**src/rtl/u8sjis_pkg.sv**
```systemverilog
// Shared types and constants for the UTF-8 / Shift-JIS encoding detector.
`default_nettype none

package u8sjis_pkg;

    localparam int unsigned DATA_W  = 8;
    localparam int unsigned TDATA_W = 8;

    localparam logic [7:0] MARK_BYTE0 = 8'hEF;
    localparam logic [7:0] MARK_BYTE1 = 8'hBB;
    localparam logic [7:0] MARK_BYTE2 = 8'hBF;
    localparam logic [1:0] MARK_LEN   = 2'd3;

    localparam logic [7:0] UTF8_LEAD2_MIN = 8'hC2;
    localparam logic [7:0] UTF8_LEAD4_MAX = 8'hF4;
    localparam logic [7:0] UTF8_CONT_MASK = 8'hC0;
    localparam logic [7:0] UTF8_CONT_VAL  = 8'h80;

    localparam logic [7:0] SJIS_KANA_MIN  = 8'hA1;
    localparam logic [7:0] SJIS_KANA_MAX  = 8'hDF;
    localparam logic [7:0] SJIS_LEAD1_MIN = 8'h81;
    localparam logic [7:0] SJIS_LEAD1_MAX = 8'h9F;
    localparam logic [7:0] SJIS_LEAD2_MIN = 8'hE0;
    localparam logic [7:0] SJIS_LEAD2_MAX = 8'hEF;
    localparam logic [7:0] SJIS_TRAIL1_MIN = 8'h40;
    localparam logic [7:0] SJIS_TRAIL1_MAX = 8'h7E;
    localparam logic [7:0] SJIS_TRAIL2_MIN = 8'h80;
    localparam logic [7:0] SJIS_TRAIL2_MAX = 8'hFC;

    typedef enum logic [1:0] {
        VERDICT_UTF8    = 2'd0,
        VERDICT_SJIS    = 2'd1,
        VERDICT_UNKNOWN = 2'd2
    } verdict_t;

    typedef struct packed {
        logic [1:0] utf8_pending;
        logic       utf8_failed;
        logic       sjis_need_trail;
        logic       sjis_failed;
        logic       sjis_pair_seen;
        logic [1:0] mark_position;
        logic       mark_matching;
    } scan_state_t;

    localparam scan_state_t SCAN_STATE_INIT = '{
        utf8_pending:    2'd0,
        utf8_failed:     1'b0,
        sjis_need_trail: 1'b0,
        sjis_failed:     1'b0,
        sjis_pair_seen:  1'b0,
        mark_position:   2'd0,
        mark_matching:   1'b1
    };

endpackage

`default_nettype wire

```
**src/rtl/utf8_sjis_encoding_detector_core.sv**
```systemverilog
// An accepted final byte passes the input register, then the result register, to m_axis_tvalid.
// One byte per cycle, unless a result item meets a stalled result; one scan-state register stage.
// A byte that is not final and not an empty-message item gives no result.
// Reset (aresetn low, synchronous) empties both registers and returns the scan state to
// no pending sequence, no failures, byte-order-mark match at position zero.
// Top level of the UTF-8 / Shift-JIS encoding detector.
`default_nettype none

module utf8_sjis_encoding_detector_core (
    input  wire logic                             aclk,
    input  wire logic                             aresetn,
    input  wire logic                             s_axis_tvalid,
    output      logic                             s_axis_tready,
    input  wire logic [u8sjis_pkg::TDATA_W-1:0]   s_axis_tdata,  // [7:0] data_byte
    input  wire logic                             s_axis_tlast,  // last_byte
    input  wire logic                             s_axis_tuser,  // [0] empty_message
    output      logic                             m_axis_tvalid,
    input  wire logic                             m_axis_tready,
    output      logic [u8sjis_pkg::TDATA_W-1:0]   m_axis_tdata   // [1:0] verdict, [7:2] zero
);

    logic                              in_valid_reg;
    logic [u8sjis_pkg::DATA_W-1:0]     in_byte_reg;
    logic                              in_last_reg;
    logic                              in_empty_reg;
    logic                              out_valid_reg;
    u8sjis_pkg::verdict_t              out_verdict_reg;
    u8sjis_pkg::verdict_t              verdict;
    logic                              makes_result;
    logic                              consume;

    assign makes_result = in_last_reg || in_empty_reg;
    // an item with no result never waits on the output side
    assign consume = in_valid_reg && (!makes_result || !out_valid_reg || m_axis_tready);
    assign s_axis_tready = !in_valid_reg || consume;

    always_ff @(posedge aclk) begin
        if (!aresetn) begin
            in_valid_reg <= 1'b0;
        end else if (s_axis_tready) begin
            in_valid_reg <= s_axis_tvalid;
        end
    end

    always_ff @(posedge aclk) begin
        if (s_axis_tready && s_axis_tvalid) begin
            in_byte_reg  <= s_axis_tdata[u8sjis_pkg::DATA_W-1:0];
            in_last_reg  <= s_axis_tlast;
            in_empty_reg <= s_axis_tuser;
        end
    end

    u8sjis_track u_track (
        .aclk          (aclk),
        .aresetn       (aresetn),
        .step          (consume),
        .data_byte     (in_byte_reg),
        .last_byte     (in_last_reg),
        .empty_message (in_empty_reg),
        .verdict       (verdict)
    );

    always_ff @(posedge aclk) begin
        if (!aresetn) begin
            out_valid_reg <= 1'b0;
        end else if (consume && makes_result) begin
            out_valid_reg <= 1'b1;
        end else if (m_axis_tready) begin
            out_valid_reg <= 1'b0;
        end
    end

    always_ff @(posedge aclk) begin
        if (consume && makes_result) begin
            out_verdict_reg <= verdict;
        end
    end

    assign m_axis_tvalid = out_valid_reg;
    assign m_axis_tdata  = {{(u8sjis_pkg::TDATA_W-2){1'b0}}, out_verdict_reg};

endmodule

`default_nettype wire

```
**src/rtl/u8sjis_track.sv**
```systemverilog
// Running UTF-8 / Shift-JIS / byte-order-mark state and the per-item verdict.
`default_nettype none

module u8sjis_track (
    input  wire logic                           aclk,
    input  wire logic                           aresetn,
    input  wire logic                           step,
    input  wire logic [u8sjis_pkg::DATA_W-1:0]  data_byte,
    input  wire logic                           last_byte,
    input  wire logic                           empty_message,
    output u8sjis_pkg::verdict_t                verdict
);

    u8sjis_pkg::scan_state_t state_reg;
    u8sjis_pkg::scan_state_t upd;
    u8sjis_pkg::scan_state_t state_next;
    logic [7:0] mark_want;
    logic       mark_found;
    logic       utf8_ok;
    logic       sjis_ok;

    always_comb begin
        unique case (state_reg.mark_position)
            2'd0:    mark_want = u8sjis_pkg::MARK_BYTE0;
            2'd1:    mark_want = u8sjis_pkg::MARK_BYTE1;
            default: mark_want = u8sjis_pkg::MARK_BYTE2;
        endcase
    end

    always_comb begin
        upd = state_reg;

        // byte-order mark: count saturates at three
        if (state_reg.mark_matching && state_reg.mark_position != u8sjis_pkg::MARK_LEN) begin
            if (data_byte == mark_want) begin
                upd.mark_position = state_reg.mark_position + 2'd1;
            end else begin
                upd.mark_matching = 1'b0;
            end
        end

        if (!state_reg.utf8_failed) begin
            priority if (state_reg.utf8_pending != 2'd0) begin
                if ((data_byte & u8sjis_pkg::UTF8_CONT_MASK) == u8sjis_pkg::UTF8_CONT_VAL) begin
                    upd.utf8_pending = state_reg.utf8_pending - 2'd1;
                end else begin
                    upd.utf8_failed = 1'b1;
                end
            end else if (!data_byte[7]) begin
                upd.utf8_pending = 2'd0;
            end else if (data_byte[7:5] == 3'b110) begin
                if (data_byte < u8sjis_pkg::UTF8_LEAD2_MIN) begin
                    upd.utf8_failed = 1'b1;
                end else begin
                    upd.utf8_pending = 2'd1;
                end
            end else if (data_byte[7:4] == 4'b1110) begin
                upd.utf8_pending = 2'd2;
            end else if (data_byte[7:3] == 5'b11110) begin
                if (data_byte > u8sjis_pkg::UTF8_LEAD4_MAX) begin
                    upd.utf8_failed = 1'b1;
                end else begin
                    upd.utf8_pending = 2'd3;
                end
            end else begin
                upd.utf8_failed = 1'b1;
            end
        end

        if (!state_reg.sjis_failed) begin
            priority if (state_reg.sjis_need_trail) begin
                if ((data_byte >= u8sjis_pkg::SJIS_TRAIL1_MIN &&
                     data_byte <= u8sjis_pkg::SJIS_TRAIL1_MAX) ||
                    (data_byte >= u8sjis_pkg::SJIS_TRAIL2_MIN &&
                     data_byte <= u8sjis_pkg::SJIS_TRAIL2_MAX)) begin
                    upd.sjis_pair_seen  = 1'b1;
                    upd.sjis_need_trail = 1'b0;
                end else begin
                    upd.sjis_failed = 1'b1;
                end
            end else if (!data_byte[7]) begin
                upd.sjis_need_trail = 1'b0;
            end else if (data_byte >= u8sjis_pkg::SJIS_KANA_MIN &&
                         data_byte <= u8sjis_pkg::SJIS_KANA_MAX) begin
                upd.sjis_need_trail = 1'b0;
            end else if ((data_byte >= u8sjis_pkg::SJIS_LEAD1_MIN &&
                          data_byte <= u8sjis_pkg::SJIS_LEAD1_MAX) ||
                         (data_byte >= u8sjis_pkg::SJIS_LEAD2_MIN &&
                          data_byte <= u8sjis_pkg::SJIS_LEAD2_MAX)) begin
                upd.sjis_need_trail = 1'b1;
            end else begin
                upd.sjis_failed = 1'b1;
            end
        end
    end

    assign mark_found = upd.mark_matching && upd.mark_position == u8sjis_pkg::MARK_LEN;
    assign utf8_ok    = !upd.utf8_failed && upd.utf8_pending == 2'd0;
    assign sjis_ok    = !upd.sjis_failed && !upd.sjis_need_trail && upd.sjis_pair_seen;

    always_comb begin
        priority if (empty_message || mark_found || utf8_ok) begin
            verdict = u8sjis_pkg::VERDICT_UTF8;
        end else if (sjis_ok) begin
            verdict = u8sjis_pkg::VERDICT_SJIS;
        end else begin
            verdict = u8sjis_pkg::VERDICT_UNKNOWN;
        end
    end

    // message ends (or empty item): start over
    always_comb begin
        if (empty_message || last_byte) begin
            state_next = u8sjis_pkg::SCAN_STATE_INIT;
        end else begin
            state_next = upd;
        end
    end

    always_ff @(posedge aclk) begin
        if (!aresetn) begin
            state_reg <= u8sjis_pkg::SCAN_STATE_INIT;
        end else if (step) begin
            state_reg <= state_next;
        end
    end

endmodule

`default_nettype wire

```
**config.mk**
```make
export PLATFORM = sky130hd
export DESIGN_NAME = utf8_sjis_encoding_detector_core
export DESIGN_NICKNAME = d
export VERILOG_FILES = /design/src/rtl/u8sjis_pkg.sv /design/src/rtl/utf8_sjis_encoding_detector_core.sv /design/src/rtl/u8sjis_track.sv
export SDC_FILE = /design/constraint.sdc
export NUM_CORES = 1
export LEC_CHECK = 0
export BUFFER_PORTS_ARGS = -buffer_cell sky130_fd_sc_hd__buf_4
export CAP_MARGIN = 20
export CORE_MARGIN = 5
export CORE_UTILIZATION = 35
export DETAILED_ROUTE_END_ITERATION = 12
export HOLD_SLACK_MARGIN = 0.1
export PLACE_DENSITY_LB_ADDON = 0.08
export SLEW_MARGIN = 20
export SYNTH_ARGS = -nofsm -noshare
export SYNTH_HDL_FRONTEND = slang
export SYNTH_SLANG_ARGS = --single-unit
```
**constraint.sdc**
```tcl
create_clock -name aclk -period 4.1 [get_ports aclk]
set_input_delay 0.82 -clock aclk [delete_from_list [all_inputs] [get_ports aclk]]
set_output_delay 0.82 -clock aclk [all_outputs]
set_load 0.1 [all_outputs]
```
==> summary.md <==
| Metric | Value |
|---|---|
| Combinational power share | 17.2% |
| Post-CTS Hold Fix Bufs | 0 |
| Placed inst area | 1520 um^2 |
| First-pass GRT wire length | 4660 um |
| Final Max Slew Viols | 0 |
| Global Route Usage Sum | 11.3% |
| Max Fclk | 0.423 GHz |
| GR Util met2 | 18.0% |
| VDD IR max | 0.000181 V |
| Site Rows | 22 |
| Dpl ws | 1.73 ns |
| Root Buffer | clkbuf_8 |
| Initial antenna violation count | 0 |
| Worst hold path startpoint | u_track.state_reg[8]$_SDFFE_PN0P_ |
| Power Dens Cells | 313 nW/um^2 |
| Die Y | 72.9 um |
| M1 GR Usage | 15.4% |
| Crit path DAT | 1.54 ns |
| Cts bufs inserted | 3 |
| Design area | 1570 um^2 |
| Wire per inst | 14.5 um |
| Critical Path Source Type | register |
| Clock latency at the later pin of the worst-skew pair | 0.26 ns |
| Share of the synthesized area in the top cell type | 26.0% |
| Hold_ws | 0.498 ns |
| Distinct cell type count after synthesis | 49 |
| Initial core utilization | 37.0% |
| M3 GR Usage | 3.03% |
| Routed vias/inst | 5.21 |
| Largest net degree at the start of global routing | 14 |
| GP Congestion | 0.728 |
| Synthesized area per cell | 10.3 um^2 |
| Flip-flop and latch count after synthesis | 23 |
| Tcrit/Tclk final | 57.7% |
| Max-cap violations | 0 |
| Via count | 1042 |
| Detailed Route Iter0 Violations | 53 |
| Clk slew on worst S/H paths | 0.08 ns |
| Core footprint | 3740 um^2 |
| # diodes | 0 |
| Post-route ant nets | 0 |
| PortBufs | 17 |
| Synthesized instance count | 135 |
| Yosys warnings | 0 |
| Slew @ Worst Pin | 0.802 ns |
| CP Capture Type | output pin |
| DRC violations left | 0 |
| DPL Wire Length | 2250 um |
| Layout cell share with drive strength beyond 1 | 21.7% |
| CTS H-Tree Depth | 1 |
| Slew headroom | 46.2% |
| Async SR Flop Fraction | 0% |
| Sw Ratio | 29.2% |
| Sequential share of power | 53.9% |
| Area leader, netlist | edfxtp_1 |
| Clock Power Share | 28.8% |
| Post-cts resize count | 0 |
| Setup TNS Final | 0 ns |
| CTS tree | built |
| CP max FO | 7 |
| Clk buf depth | 2 |
| Switching power | 0.143 mW |
| Final hold violation count | 0 |
| Worst R2R Start | in_byte_reg[7]$_DFFE_PP_ |
| Synth cell count leaders | edfxtp_1, dfxtp_1, nor2_1 |
| Max reg flops | 9 |
| Area Overhead vs Synth | 12.9% |
| Worst EP required | 3.28 ns |
| Pleak | 0.578 nW |
| Critical path class | reg2out |
| Final setup violation count | 0 |
| Ys flop type | edfxtp_1 |
| Worst min-delay path class | reg2reg |
| Internal power | 0.347 mW |
| DRT Wirelength | 2890 um |
| GRT busiest layer | met2 |
| Worst Setup Slack, final | 1.74 ns |
| Sequential-to-total area share from yosys stat | 41.9% |
| Setup Buffers After CTS | 0 |
| Status | finished, final reports clean |
| Top-count cell post-synth | edfxtp_1 |
| Main area contributors after synthesis | edfxtp_1, dfxtp_1, nor4_4 |
| Number of synthesized flops with an enable pin | 12 |
| Vias in the first global route | 978 |
| Die ar. | 5320 um^2 |
| First-pass DRT Iterations | 4 |
| Clock sink count | 23 |
| Final net count | 172 |
| Worst Skew | 0.00315 ns |
| Die width | 72.9 um |
| Fill cell count | 382 |
| Remaining global-route overflow | 0 |
| I/O pin count | 24 |
| Post-synth design cell area | 1390 um^2 |
| Critical Path Start | in_empty_reg$_DFFE_PP_ |
| RSZ-0062 raised after global routing | no |
| Post-route minimum period | 2.36 ns |
[critical path, stage by stage, from the launching register on]
cell	delay, ns
edfxtp_1	0.39
nor2_1	0.38
nor2_1	0.12
nand2_1	0.10
buf_4	0.29
[stage by stage]
stage / utilization (%) / power [mW] / std cells
final: 41.8 / 0.490 / 200
after global routing: 41.8 / 0.515 / 200
after CTS: 41.8 / 0.496 / 200
after detailed placement: 40.6 / 0.354 / 196
after global placement: 40.6 / 0.353 / 196
after floorplan: - / 0.339 / 140
[layout by cell type, fill, tap and decap left out, drive strengths merged, types with 5 or more instances in the layout]
cell    netlist  final
ha            5      5
dfxtp        11     11
conb          1      6
nor2          9      9
a21oi         8      8
buf           9     17
edfxtp       12     12
inv           7      7
nand2         8      8
[final timing paths]
path / to / slack [ns] / depth (start not counted)
max: s_axis_tready / 1.74 / 4
min: u_track.state_reg[8]$_SDFFE_PN0P_ / 0.50 / 2
max reg2reg: out_verdict_reg[1]$_SDFFCE_PP0P_ / 2.18 / 5
min reg2reg: u_track.state_reg[8]$_SDFFE_PN0P_ / 0.50 / 2
[layer usage]
metal / up-vias / wire, um
li1: 526 / -
met1: 487 / 1350
met2: 27 / 1360
met3: 2 / 169
met4: 0 / 19
met5: - / 0
[power groups by stage]
stage / combinational (mW) / sequential, mW / clock, mW
after detailed placement: 0.0849 / 0.269 / 0
after global placement: 0.0837 / 0.269 / 0
after CTS: 0.0851 / 0.264 / 0.147
after floorplan: 0.0651 / 0.274 / 0
after global routing: 0.0903 / 0.266 / 0.159
final: 0.0844 / 0.264 / 0.141
[layout make-up]
cell class,count,area (um^2),area share (%)
Multi-Input combinational cell,101,726,46.4
Sequential cell,23,581,37.1
Timing Repair Buffer,17,128,8.15
Tap cell,48,60.1,3.84
Clock buffer,4,45.0,2.88
Inverter,7,26.3,1.68
[cell families after synthesis]
logic type / count (synthesis) / share of synthesized area (%)
fa+ha+maj: 5 / 4.51
simple gates: 51 / 25.1
mux: 1 / 0.812
compound gates: 35 / 18.4
other cells: 1 / 0.270
flops: 23 / 41.9
xor+xnor: 3 / 1.90
buf+inv: 16 / 7.13
Power figures use the tool's default switching activity.
